$ cat src/ocp_pkg.sv
`default_nettype none
package ocp_pkg;

    // prediction table geometry
    localparam int TABLE_DEPTH = 256 * 256;
    localparam int TABLE_AW    = $clog2(TABLE_DEPTH);

    // front to back queue
    localparam int QDEPTH = 2;
    localparam int QAW    = $clog2(QDEPTH);
    localparam int QCW    = $clog2(QDEPTH + 1);

    // configuration register indexes
    localparam logic [0:0] CFG_DIRECTION     = 1'b0;
    localparam logic [0:0] CFG_DECODE_LENGTH = 1'b1;

    // direction codes
    localparam logic DIR_ENCODE = 1'b0;
    localparam logic DIR_DECODE = 1'b1;

    typedef struct packed {
        logic [7:0] data_byte;
        logic       flush;
    } t_in_beat;

    typedef struct packed {
        logic [7:0] out_byte;
        logic       last;
    } t_out_beat;

    // work classes handed from front to back
    typedef enum logic [1:0] {
        K_ENC   = 2'd0,
        K_FLUSH = 2'd1,
        K_DEC   = 2'd2
    } t_kind;

    typedef struct packed {
        t_kind      kind;
        logic [7:0] data;
    } t_cmd;

    // configuration side effects seen by the back end
    typedef struct packed {
        logic        wr_dir;
        logic        wr_len;
        logic [31:0] dec_len;
    } t_ctl;

endpackage
`default_nettype wire

$ cat src/ocp_queue.sv
`default_nettype none
module ocp_queue (
    input  wire logic          i_clk,
    input  wire logic          i_rst_n,
    input  wire logic          i_push,
    input  wire ocp_pkg::t_cmd i_wdata,
    output logic               o_full,
    output logic               o_valid,
    input  wire logic          i_pop,
    output ocp_pkg::t_cmd      o_rdata
);

    ocp_pkg::t_cmd               r_ent [ocp_pkg::QDEPTH];
    logic [ocp_pkg::QAW-1:0]     r_wp, n_wp;
    logic [ocp_pkg::QAW-1:0]     r_rp, n_rp;
    logic [ocp_pkg::QCW-1:0]     r_cnt, n_cnt;

    assign o_full  = (r_cnt == ocp_pkg::QCW'(ocp_pkg::QDEPTH));
    assign o_valid = (r_cnt != '0);
    assign o_rdata = r_ent[r_rp];

    // pointer and count update
    always_comb begin
        n_wp  = r_wp;
        n_rp  = r_rp;
        n_cnt = r_cnt;
        if (i_push) begin
            n_wp = (r_wp == ocp_pkg::QAW'(ocp_pkg::QDEPTH - 1)) ? '0 : r_wp + 1'b1;
        end
        if (i_pop) begin
            n_rp = (r_rp == ocp_pkg::QAW'(ocp_pkg::QDEPTH - 1)) ? '0 : r_rp + 1'b1;
        end
        case ({i_push, i_pop})
            2'b10:   n_cnt = r_cnt + 1'b1;
            2'b01:   n_cnt = r_cnt - 1'b1;
            default: n_cnt = r_cnt;
        endcase
    end

    always_ff @(posedge i_clk) begin
        if (!i_rst_n) begin
            r_wp  <= '0;
            r_rp  <= '0;
            r_cnt <= '0;
        end else begin
            r_wp  <= n_wp;
            r_rp  <= n_rp;
            r_cnt <= n_cnt;
        end
    end

    // entry storage, no reset
    always_ff @(posedge i_clk) begin
        if (i_push) begin
            r_ent[r_wp] <= i_wdata;
        end
    end

endmodule
`default_nettype wire

$ cat config.mk
export PLATFORM = sky130hd
export DESIGN_NAME = ocp_queue
export DESIGN_NICKNAME = d
export VERILOG_FILES = /design/src/ocp_pkg.sv /design/src/ocp_queue.sv
export SDC_FILE = /design/constraint.sdc
export NUM_CORES = 1
export LEC_CHECK = 0
export BUFFER_PORTS_ARGS = -buffer_cell sky130_fd_sc_hd__buf_2
export CAP_MARGIN = 20
export CELL_PAD_IN_SITES_DETAIL_PLACEMENT = 0
export CELL_PAD_IN_SITES_GLOBAL_PLACEMENT = 1
export CORE_MARGIN = 5
export CORE_UTILIZATION = 35
export DETAILED_ROUTE_END_ITERATION = 7
export PLACE_DENSITY = 0.7
export SYNTH_ARGS = -nofsm -noshare
export SYNTH_HDL_FRONTEND = slang
export SYNTH_SLANG_ARGS = --single-unit
$ cat constraint.sdc
create_clock -name i_clk -period 1.3 [get_ports i_clk]
set_clock_uncertainty 0.15 [all_clocks]
set_input_delay 0.195 -clock i_clk [delete_from_list [all_inputs] [get_ports i_clk]]
set_output_delay 0.195 -clock i_clk [all_outputs]
set_load 0.03 [all_outputs]
; Yosys cells after proc, flatten, opt, wreduce, memory -nomap -nowiden
; Memories as Yosys holds them, arrays and structs flattened. A register that Yosys moved wholly into a read port is not among the register bits.
; Index checks and enable logic that the tools add are counted.
[classes]
n_reduce_logical = 2
n_eq_ne = 3
addsub = 4
n_mux = 7
[op_table]
columns = op, n
row1 = 2-to-1 mux 1 bit, 6
row2 = "equality test 2 bit, second input constant", 2
row3 = one-hot mux 2 bit (2 select lines), 1
row4 = nonzero test 2 bit, 2
row5 = "adder 1 bit, second input constant", 2
row6 = "adder 2 x 1 -> 2 bit, second input constant", 1
row7 = "equality test 2 x 1 -> 1 bit, second input constant", 1
row8 = "subtractor 2 x 1 -> 2 bit, second input constant", 1
[word_totals]
ramBits = 20
n_memories = 1
output_inout_bits = 12
wordCells = 20
regBits = 4
[mem_list]
columns = memory, depth, width, rd, rd_ports_with_merged_regs, wr, line
row1 = r_ent, 2, 10, 1, 1, 1, ocp_queue.sv:13  ; ocp_pkg::t_cmd r_ent [ocp_pkg::QDEPTH];

; Depth between registers and ports, before layout
[depth]
word_depth = 4
depth_mapped = 5
ltp_nobuf = 5

; Worst setup path after synthesis
; OpenSTA, ideal clock, no wires.
[synth_path]
path_kind = reg2reg
from = register r_wp
to = memory r_ent[0][0] in the netlist's numbering, enable pin
required_ns = 0.772
setup_ns = 0.378
path_slack_ns = -0.020
n_path_buf = 0
arrival_time_ns = 0.792
stages_incl_launch_ff = 2
period_less_slack_ns = 1.320
cell_sequence = dfxtp_1 > nor2_1
[synth_rtl]
columns = item, line
row1 = from (decl), ocp_queue.sv:14  ; logic [ocp_pkg::QAW-1:0] r_wp, n_wp;
row2 = from (signal assigned), ocp_queue.sv:46  ; r_wp <= n_wp;
row3 = to (decl), ocp_queue.sv:13
; Straight into the memory's write port.

==> flow_metrics.py <==
metrics = {
    "worst_setup_path": {
        "end_kind": "output pin",
        "cp_top_family": "flip-flops",
        "crit_required_ns": 0.95,
        "max_stage_delay_ns": 0.37,
        "cp_cell_sequence": "buf_12 -> mux2_2 -> buf_6",
        "cp_slowest_cell": "dfxtp_2",
        "startpoint_type": "flop",
        "cp_max_fo": 9,
        "worstPathArrival_ns": 1.29,
        "crit_buf_inv": 2,
        "crit_type": "flop to output pin",
    },
    "logic_synthesis": {
        "synth_area_leaders": "edfxtp_1 64%, mux2_2 12%, dfxtp_1 11%, and2_1 2.7%, xnor2_1 1.9%",
        "synthCells": 53,
        "seq_area_frac_synth": 0.7477,
        "yosys_warnings": 0,
        "synth_top_area_share": 0.6409,
        "synth_area_um2": 937.1,
        "synth_top_area_cell": "edfxtp_1",
        "syn-num-nets": 68,
        "avgSynthCellArea_um2": 17.68,
        "yosysUniqueCellTypes": 17,
        "ys_ff_latch": 25,
    },
    "cts": {
        "cts-root-buf": "clkbuf_4",
        "clockBufferDepth": 2,
        "path_clk_slew_ns": 0.13,
        "htree_levels": 1,
        "cts_inserted_buffers": 3,
        "cts_tree": "yes",
        "clock-sinks": 25,
        "clk_latency_ns": 0.30,
    },
    "sta": {
        "post-route-period-util": 1.259,
        "relSlewSlack": 0.8842,
        "hold_viol": 0,
        "fmax_mhz": 610.8,
        "rsz0062_at_grt": "yes",
        "slew_viol_final": 0,
        "period_minus_slack_ns": 1.637,
        "worst_slack_ns": -0.3372,
        "worstMarginPinSlew_ns": 0.1725,
        "setup_violations": 12,
    },
    "power": {
        "power_leakage_nw": 0.5712,
        "ir_worst_vdd_uv": 838.3,
        "power_mw": 1.682,
        "cellPowerDensity_mw_per_mm2": 1192,
    },
    "drt": {
        "drc_errors": 0,
        "drt_first_pass_iters": 2,
        "ant_nets": 0,
        "via_per_inst": 4.333,
        "dr_total_vias": 572,
        "routedWlPerCell_um": 11.96,
        "drt_iter0_drc": 3,
        "wl_um": 1579,
    },
    "grt": {
        "grt_pass1_wl_um": 2415,
        "antenna_found_initial": 0,
        "grt_overflow_total": 0,
        "grt_max_degree": 15,
        "grt_pass1_vias": 571,
        "grt.total_usage": 0.08824,
    },
    "floorplanning": {
        "core_region_area_mm2": 0.002522,
        "fp.dieW_um": 61.75,
        "start_util": 0.3715,
        "pin_count": 26,
        "dieHeight_um": 61.75,
        "rows": 18,
        "die-area_mm2": 0.003812,
    },
    "finish": {
        "nets": 118,
        "drive_gt1_frac": 0.5392,
        "diodes": 0,
        "area_growth_syn_to_layout_pct": 50.60,
        "fin_area_mm2": 0.001411,
    },
    "placed_design": {
        "portBuffers": 25,
        "place_area_mm2": 0.001170,
        "hpwl_um": 1099,
        "place_congestion": 0.5977,
    },
    "min_path": {
        "hp-class": "primary input to flop",
    },
    "flow_run": {
        "cap_viol_max_count": 0,
    },
    "run_status": {
        "outcome": "finished, violations left",
        "failed_checks": "setup timing",
    },
}
-- cell usage in the layout (no fill, tap or decap), drive strengths merged --
cell / n
or3: 1
xnor2: 2
buf: 35
o21ai: 1
mux2: 10
nor2: 1
dlygate4sd3: 11
xor2: 1
dfxtp: 5
and2b: 1
clkinv: 1
clkbuf: 3
ha: 1
a21boi: 1
o21a: 1
inv: 1
edfxtp: 20
nor2b: 1
and2: 4
or2: 1
-- worst paths after layout --
| kind | from | endpoint | slack [ns] | cells past startpoint |
|---|---|---|---|---|
| max | flop | o_rdata[7] | -0.34 | 3 |
| min | i_push | r_wp | 0.05 | 3 |
| max reg2reg | r_cnt[0] | r_cnt[1] | 0.04 | 4 |
| min reg2reg | r_rp | flop | 0.43 | 2 |
-- synthesized netlist by cell type, drive strengths merged --
master,number
buf,1
a21boi,1
or3,1
o21a,1
mux2,10
nor2b,1
inv,1
nor2,1
and2b,1
xor2,1
and2,4
xnor2,2
ha,1
dfxtp,5
o21ai,1
or2,1
edfxtp,20
-- sequential cells by signal, summed over array words and instances (netlist names), named ones only --
name	cells
r_wp	1
r_ent	20
r_cnt	2
r_rp	1
-- per-layer routing --
metal  part of all wire  GRT usage  vias to the layer above
met1               0.43     0.1120                      262
met2               0.48     0.1405                       18
met4              0.011    0.03636                        0
met3              0.082    0.02686                        2
li1                   -          -                      290
met5                  0          0                        -
-- per-stage QoR --
step           hold slack [ns]  TNS (ns)  worst slack (ns)  instances  utilization
6_report               0.05401    -3.382           -0.3372        132       0.5595
5_1_grt                0.05906    -3.964           -0.3870        132       0.5595
4_1_cts                0.04979    -3.564           -0.3542        132       0.5595
3_5_place_dp            0.2357   -0.4832          -0.07049        115       0.4638
3_3_place_gp            0.2350   -0.3869          -0.06388        115       0.4638
2_1_floorplan           0.1439         0           0.04708         53            -
-- repair_timing --
item	in CTS	in global routing
endpoints found under the setup margin	12	13
gates resized for setup	30	0
endpoints found under the hold margin	24	0
buffers inserted	2	0
hold buffers	11	0
pin swaps	0	2
-- worst min-delay path, delay by kind of cell --
kind                   cells  cell delay (ns)
buffers and inverters      1             0.09
AOI/OAI and AO/OA          1             0.15
and+or+nand+nor            1             0.04
-- power breakdown --
| part | switching [mW] | internal, mW |
|---|---|---|
| sequential | 0.0182 | 0.919 |
| clock | 0.214 | 0.115 |
| combinational | 0.190 | 0.227 |
-- final cells by class --
type / instances / area [um^2]
fill: 221 / 1111
sequential: 25 / 704.4
timing repair buffer: 46 / 397.9
multi-input combinational: 26 / 240.2
tap: 30 / 37.54
clock buffer: 3 / 22.52
clock inverter: 1 / 5.005
inverter: 1 / 3.754
-- kinds of logic after synthesis --
logic type      share of synthesized area
mux                                0.1202
buf+inv                          0.009337
simple gates                      0.06009
fa+ha+maj                         0.01335
compound gates                    0.02136
xor+xnor                          0.02804
flops                              0.7477
(Power assumes the default switching activity.)
